<file path="src/rtl/rtd_pkg.sv">
// Package for the reversible trace digest: operation codes, payload and command types,
// seed lanes, multiplier constants and the lane arithmetic helpers.
// No dependencies.
package rtd_pkg;

  localparam int unsigned LANE_COUNT = 8;

  typedef enum logic [1:0] {
    OP_RESTART = 2'd0,
    OP_FORWARD = 2'd1,
    OP_INVERSE = 2'd2,
    OP_NONE    = 2'd3
  } op_t;

  typedef struct packed {
    op_t         op;
    logic [31:0] symbol;
  } in_data_t;

  typedef struct packed {
    logic [31:0] digest_word0;
    logic [31:0] digest_word1;
    logic [31:0] digest_word2;
    logic [31:0] digest_word3;
    logic [31:0] digest_word4;
    logic [31:0] digest_word5;
    logic [31:0] digest_word6;
    logic [31:0] digest_word7;
  } out_data_t;

  typedef struct packed {
    logic load;
    logic mix;
    logic commit;
  } cmd_t;

  localparam logic [31:0] MIX_MUL_A    = 32'h7feb352d;
  localparam logic [31:0] MIX_MUL_B    = 32'h846ca68b;
  localparam logic [31:0] KEY_OFFSET   = 32'(64'h9e3779b9 * 64'd3);
  localparam logic [31:0] LANE_MUL     = 32'h9e3779b1;
  localparam logic [31:0] LANE_MUL_INV = 32'h0e8b2f51;
  localparam logic [31:0] SEED_ADJUST  = 32'(64'h00010001 * 64'd3);

  localparam logic [31:0] SEED_LANES [LANE_COUNT] = '{
    32'h243f6a88 ^ SEED_ADJUST, 32'h85a308d3, 32'h13198a2e, 32'h03707344,
    32'ha4093822, 32'h299f31d0, 32'h082efa98, 32'hec4e6c89
  };

  function automatic logic [31:0] mul32(input logic [31:0] a, input logic [31:0] b);
    return a * b;
  endfunction

  function automatic logic [31:0] rol32(input logic [31:0] v, input logic [4:0] s);
    logic [63:0] d;
    d = {v, v} << s;
    return d[63:32];
  endfunction

  function automatic logic [31:0] ror32(input logic [31:0] v, input logic [4:0] s);
    logic [63:0] d;
    d = {v, v} >> s;
    return d[31:0];
  endfunction

endpackage

</file>
<file path="src/rtl/rtd_ctrl.sv">
// Controller for the reversible trace digest: sequences accept, key mix and lane update.
// Depends on rtd_pkg for the command type.
module rtd_ctrl (
  input  logic          clk,
  input  logic          rst_n,
  input  logic          in_valid,
  output logic          in_stall,
  output logic          out_valid,
  input  logic          out_stall,
  output rtd_pkg::cmd_t cmd
);

  typedef enum logic [1:0] {
    S_IDLE,
    S_MIX,
    S_LANE
  } state_t;

  state_t state_r, state_nxt;
  logic   out_valid_r, out_valid_nxt;
  logic   slot_free;

  assign slot_free  = !out_valid_r || !out_stall;
  assign in_stall   = (state_r != S_IDLE);
  assign out_valid  = out_valid_r;

  assign cmd.load   = (state_r == S_IDLE) && in_valid;
  assign cmd.mix    = (state_r == S_MIX);
  assign cmd.commit = (state_r == S_LANE) && slot_free;

  always_comb begin
    state_nxt     = state_r;
    out_valid_nxt = out_valid_r && out_stall;
    case (state_r)
      S_IDLE: begin
        if (in_valid) begin
          state_nxt = S_MIX;
        end
      end
      S_MIX: begin
        state_nxt = S_LANE;
      end
      S_LANE: begin
        if (slot_free) begin
          state_nxt     = S_IDLE;
          out_valid_nxt = 1'b1;
        end
      end
      default: begin
        state_nxt = S_IDLE;
      end
    endcase
  end

  always_ff @(posedge clk) begin
    if (!rst_n) begin
      state_r     <= S_IDLE;
      out_valid_r <= 1'b0;
    end else begin
      state_r     <= state_nxt;
      out_valid_r <= out_valid_nxt;
    end
  end

endmodule

</file>
<file path="config.mk">
export PLATFORM = sky130hd
export DESIGN_NAME = rtd_ctrl
export DESIGN_NICKNAME = d
export VERILOG_FILES = /design/src/rtl/rtd_pkg.sv /design/src/rtl/rtd_ctrl.sv
export SDC_FILE = /design/constraint.sdc
export NUM_CORES = 1
export LEC_CHECK = 0
export BUFFER_PORTS_ARGS = -buffer_cell sky130_fd_sc_hd__buf_4
export CAP_MARGIN = 5
export CORE_AREA = 2 2 39 41
export CTS_BUF_LIST = sky130_fd_sc_hd__clkbuf_4 sky130_fd_sc_hd__clkbuf_8
export CTS_CLUSTER_SIZE = 25
export DETAILED_ROUTE_END_ITERATION = 16
export DIE_AREA = 0 0 41 43
export PLACE_DENSITY = 0.36
export SYNTH_ARGS = -nofsm -noshare
export SYNTH_HDL_FRONTEND = slang
export SYNTH_SLANG_ARGS = --single-unit
</file>
<file path="constraint.sdc">
create_clock -name clk -period 1.4 [get_ports clk]
set_clock_uncertainty 0.1 [all_clocks]
set_input_delay 0.21 -clock clk [delete_from_list [all_inputs] [get_ports clk]]
set_output_delay 0.21 -clock clk [all_outputs]
set_load 0.02 [all_outputs]
</file>
# Yosys cells after proc, flatten, opt, wreduce, memory -nomap -nowiden
# Cells that the tools add are included.
dict set report word_totals {
  in_bits 4
  output_inout_bits 5
  elab_cells 20
  regBits 3
}
dict set report classes {
  n_reduce_logical 9
  muxes 5
  eq_ne 4
}
# operator count
set ops {}
lappend ops {{case mux 2 bit (3 select lines)} 1}
lappend ops {{two-way mux 2 bit} 2}
lappend ops {{!= test 2 bit (second input constant)} 2}
lappend ops {{logical AND 1 bit} 3}
lappend ops {{equality test 2 x 1 -> 1 bit (second input constant)} 1}
lappend ops {{equality test 2 bit (second input constant)} 1}
lappend ops {{logical NOT 1 bit} 2}
lappend ops {{logical NOT 2 bit} 1}
lappend ops {{two-way mux 1 bit} 2}
lappend ops {{AND reduction 2 bit} 1}
lappend ops {{nonzero test 2 bit} 1}
lappend ops {{logical OR 1 bit} 1}

# Logic depth before layout (Yosys ltp)
# Gate-level depths: netlist of the first run.
dict set report depth {
  ltp_word 4
  mapped_depth 2
  ltp_nobuf 2
}

# Least setup slack after synthesis of the first run
# OpenSTA, ideal clock, no wires.
dict set report synth_path {
  kind {register to output}
  start {register state_r[0]}
  end {output port cmd[0] in the netlist's numbering}
  n_path_buf 0
  path_stages_with_launch 3
  required_time_ps 1090
  arrival_time_ps 816
  path_slack_ps 274
  path_cell_list {dfxtp_1 > nand2b_1 > a21oi_1}
}
# element line
set synth_rtl {}
lappend synth_rtl {{start, declared} rtd_ctrl.sv:19} ;# state_t state_r, state_nxt;
lappend synth_rtl {{start signal, assigned} rtd_ctrl.sv:60} ;# state_r <= state_nxt;
lappend synth_rtl {{end, declared} rtd_ctrl.sv:10} ;# output rtd_pkg::cmd_t cmd

==> out/metrics.csv, run 1 <==
metric;value;unit
worst_pin_slew;0.152;ns
grt_util_all_layers;0.0512;
antenna_cells;0;
synthFlopType;dfxtp_1;
cts_root_buf;clkbuf_4;
synth_enable_flop_cells;0;
viasPerCell;3.27;
rsz0062_at_grt;false;
antenna_found_initial;0;
hold_viol_final;0;
p_per_area;1250;nW/um2
cts_setup_buffers;0;
htree_levels;1;
synthTopCellsByArea;dfxtp_1 42%, nor3b_2 8.8%, and2b_4 7.0%;
gp_congestion;0.497;
layout-drive-gt1-share;0.600;
synth_top_area_share;0.421;
routed_wl;320;um
status;completed;
vias;134;
reg2reg_from;state_r[1]$_SDFFE_PN0P_;
slowest_stage;dfxtp_1;
period_needed;1.30;ns
synth_seq_cells;3;
grt_pass1_vias;119;
final-setup-viol-count;0;
nFillCells;161;
syn-num-nets;18;
fin_util;0.180;
core;1380;um2
maxSlewViolCount;0;
cts.repair.resized;0;
crit_path_max_fanout;5;
cts_buffer_depth;2;
clkSinkCount;3;
arrival;0.99;ns
period_share;0.927;
startpoint;state_r[0]$_SDFFE_PN0P_;
cap_violations;0;
cp-end-kind;primary output;
max_freq;771;MHz
clk_latency;0.23;ns
cp_data_required_time;1.09;ns
async_flop_share;0;
synth.distinct_cells;12;
finalNetCount;30;
die_y;43;um
power.leakage;0.115;nW
area_growth;74.6;%
cts_made_buffers;3;
fin_tns_setup;0;ns
final_antenna_net_count;0;
worstSetupPathType;reg -> out;
hold_class;in -> reg;
r2r_slack;0.43;ns
reg2reg_to;state_r[1]$_SDFFE_PN0P_;
numPortBuffers;8;
drtIter0Drc;3;
pin_count;9;
crit_chain;nand2b_1 > a21oi_2 > buf_4;
cts_tree;done;
postCtsHoldBufs;0;
reg2regPathDepth;2;
dieArea;1760;um2
synth.most_common_cell;dfxtp_1;
overflow;0;
routedWlPerCell;7.80;um
ys_warn_count;0;
grt_max_degree;6;
path_clk_slew;0.04;ns
netlist_area;143;um2
yosysSeqAreaShare;0.421;
die_w;41;um
initial_core_util;0.103;
max_stage_delay;0.33;ns
grt_first_pass_wirelength;462;um
start_kind;flip-flop;
firstDrtPassIters;2;
endpoint;cmd[0];
rows;14;
vdd_drop_max;0.000213;V
syn_area_per_cell;10.2;um2
slew_headroom;0.898;
synth_largest_area_cell;dfxtp_1;
synthCells;14;
drc;0;
dp_hpwl;251;um
-- layer usage --
metal / global-route usage / vias up / share of wire
li1: - / 70 / -
met1: 0.0418 / 53 / 0.44
met2: 0.0438 / 9 / 0.34
met3: 0.0628 / 2 / 0.20
met4: 0.0800 / 0 / 0.019
met5: 0 / - / 0
-- power breakdown --
part | switching, mW | total [mW] | internal [mW]
clock network | 0.0448 | 0.171 | 0.126
logic | 0.0214 | 0.0468 | 0.0255
registers | 0.00423 | 0.0942 | 0.0900
total | 0.0703 | 0.312 | 0.242
-- state kept, by name, indices dropped and copies added, names as in the netlist --
signal / cells
out_valid: 1
state_r: 2
-- worst max-delay path: cells and delay by family, from the launching register on --
kind	cells	cell delay (ns)
flops	1	0.33
simple gates	1	0.18
buf+inv	1	0.14
compound gates	1	0.11
-- worst min path at each step --
stage,cells after the start,end,from
after floorplan,1,state_r[1]$_SDFFE_PN0P_,rst_n
after global placement,2,state_r[0]$_SDFFE_PN0P_,rst_n
after detailed placement,2,state_r[0]$_SDFFE_PN0P_,rst_n
after CTS,2,state_r[0]$_SDFFE_PN0P_,rst_n
after global routing,2,state_r[0]$_SDFFE_PN0P_,rst_n
final,2,state_r[0]$_SDFFE_PN0P_,rst_n
-- cell type report --
cell class	instances	area [um2]	share of cell area
flip-flops and latches	3	60.1	0.241
multi-input cells	10	78.8	0.317
well taps	16	20.0	0.0804
repair buffers	8	60.1	0.241
clock buffers	4	30.0	0.121
-- kinds of logic (layout without fill, tap and decap cells) --
family	count (synthesis)	after routing	synth area share
flops	3	3	0.421
buf+inv	1	12	0.0527
compound gates	3	3	0.140
simple gates	7	7	0.386
-- cells in the final DEF, fill, tap and decap left out --
cell type  n
a21boi_1   1
a21oi_2    1
and2_1     1
and2b_4    1
and4b_1    1
buf_4      8
clkbuf_4   4
dfxtp_1    3
nand2_1    1
nand2b_1   1
nor3b_2    1
o21a_1     1
or2_1      1
-- per-stage QoR --
| stage | power, mW | hold WS, ns | setup WS (ns) | cells | cell area, um2 |
|---|---|---|---|---|---|
| after floorplan | 0.122 | 0.227 | 0.274 | 14 | 143 |
| after global placement | 0.143 | 0.342 | 0.326 | 37 | 215 |
| after detailed placement | 0.142 | 0.343 | 0.318 | 37 | 215 |
| after CTS | 0.324 | 0.0957 | 0.0577 | 41 | 245 |
| after global routing | 0.340 | 0.112 | 0.0296 | 41 | 249 |
| final | 0.312 | 0.101 | 0.103 | 41 | 249 |
(Power assumes the default switching activity.)
==> run 2: changes to the inputs <==
--- a/config.mk
+++ b/config.mk
@@ -12,7 +12,7 @@
 export CTS_CLUSTER_SIZE = 25
 export DETAILED_ROUTE_END_ITERATION = 16
 export DIE_AREA = 0 0 41 43
-export PLACE_DENSITY = 0.36
+export PLACE_DENSITY = 0.33
 export SYNTH_ARGS = -nofsm -noshare
 export SYNTH_HDL_FRONTEND = slang
 export SYNTH_SLANG_ARGS = --single-unit
==> run 2 against run 1 <==
- maximum frequency down 2.4%
- sequential share of layout area rose by 0.75 points
- die area unchanged
- worst setup slack worse by 0.032 ns
- flip-flop and latch count unchanged
- via count up 4.5%
- critical path depth stayed put
- final area fell by 1.0%
- register-to-register slack barely moved
- highest routed layer is now met3
==> out/metrics.csv, run 2 (synthesis gave the netlist of run 1 again) <==
metric;value;unit
overflow;0;
finalNetCount;30;
drtIter0Drc;1;
fin_tns_setup;0;ns
drc;0;
power.total;0.319;mW
worstSetupPathType;reg -> out;
start_kind;flip-flop;
maxSlewViolCount;0;
p_per_area;1290;nW/um2
final_antenna_net_count;0;
antenna_found_initial;0;
status;completed;
crit_path_max_fanout;5;
nFillCells;156;
rsz0062_at_grt;false;
slew_headroom;0.899;
hold_end;state_r[1]$_SDFFE_PN0P_;
viasPerCell;3.41;
antenna_cells;0;
final_common_cell;buf_4;
reg2reg_from;state_r[1]$_SDFFE_PN0P_;
period_needed;1.33;ns
largest-register;state_r;
whs_path_depth;2;
postCtsHoldBufs;0;
layout_common_cells;8 x buf_4, 4 x clkbuf_4, 2 x dfxtp_1;
cts_setup_buffers;0;
largest_reg_flops;2;
reg2regPathDepth;2;
hold_viol_final;0;
vdd_drop_max;0.000675;V
max_stage_delay;0.33;ns
whs;0.0921;ns
layout-drive-gt1-share;0.600;
cp-end-kind;primary output;
area_growth;72.8;%
worst_slack;0.0705;ns
core;1380;um2
routedWlPerCell;8.29;um
fin_util;0.178;
hold_class;in -> reg;
clkSinkCount;3;
reg2reg_to;state_r[1]$_SDFFE_PN0P_;
dp_hpwl;245;um
detailedPlace.worstSlack;0.310;ns
clk_latency;0.24;ns
die_y;43;um
cts_root_buf;clkbuf_4;
crit_chain;nand2b_1 > a21oi_1 > buf_4;
cap_violations;0;
vias;140;
cts_tree;done;
hp-start;rst_n;
max_freq;752;MHz
pin_count;9;
cp_data_required_time;1.09;ns
cts_buffer_depth;2;
initial_core_util;0.103;
power.leakage;0.115;nW
arrival;1.02;ns
r2r_slack;0.43;ns
cts_made_buffers;3;
grt_pass1_vias;126;
path_clk_slew;0.04;ns
htree_levels;1;
grt_util_all_layers;0.0533;
final-setup-viol-count;0;
slowest_stage;dfxtp_2;
firstDrtPassIters;2;
routed_wl;340;um
numPortBuffers;8;
die_w;41;um
period_share;0.950;
gp_congestion;0.523;
grt_first_pass_wirelength;538;um
grt_max_degree;6;
worst_pin_slew;0.152;ns
dieArea;1760;um2
rows;14;
==> run 2: final cells by class <==
cell class | instances | area, um2 | share of cell area
Clock buffer | 4 | 30.0 | 0.122
Timing Repair Buffer | 8 | 60.1 | 0.244
Multi-Input combinational cell | 10 | 75.1 | 0.305
Sequential cell | 3 | 61.3 | 0.249
Tap cell | 16 | 20.0 | 0.0812
==> run 2: routing by layer <==
metal | GRT usage | up-vias | part of all wire
met4 | 0.0400 | 0 | 0
li1 | - | 70 | -
met3 | 0.0681 | 0 | 0.24
met5 | 0 | - | 0
met1 | 0.0742 | 57 | 0.48
met2 | 0.0344 | 13 | 0.27
==> run 2: worst max-delay path by stage <==
stage,from,endpoint,slack [ns],cells after the start
2_1_floorplan,state_r[0]$_SDFFE_PN0P_,cmd[0],0.27,2
3_3_place_gp,state_r[0]$_SDFFE_PN0P_,cmd[0],0.32,3
3_5_place_dp,state_r[0]$_SDFFE_PN0P_,cmd[0],0.31,3
4_1_cts,state_r[0]$_SDFFE_PN0P_,cmd[0],0.05,3
5_1_grt,state_r[1]$_SDFFE_PN0P_,cmd[0],0.02,3
6_report,state_r[0]$_SDFFE_PN0P_,cmd[0],0.07,3
==> run 2: worst max-delay path: cells and delay by family (launching register included) <==
kind,cells,cell delay (ns)
flip-flops,1,0.33
AND/OR/NAND/NOR,1,0.17
buffers and inverters,1,0.16
AO/OA/AOI/OAI,1,0.13
==> run 2: timing repair <==
action,CTS,global route
setup endpoints to repair,0,1
resized for setup,0,1
endpoints found under the hold margin,0,0
==> run 2: power breakdown <==
part           switching, mW  leakage (nW)  internal [mW]
registers            0.00444        0.0249         0.0903
logic                 0.0211        0.0721         0.0252
clock network         0.0516        0.0184          0.127
total                 0.0771         0.115          0.242
==> run 2: stage by stage <==
stage / instance area [um2] / std cells
after CTS: 245 / 41
after floorplan: 143 / 14
after global routing: 246 / 41
after global placement: 215 / 37
final: 246 / 41
after detailed placement: 215 / 37
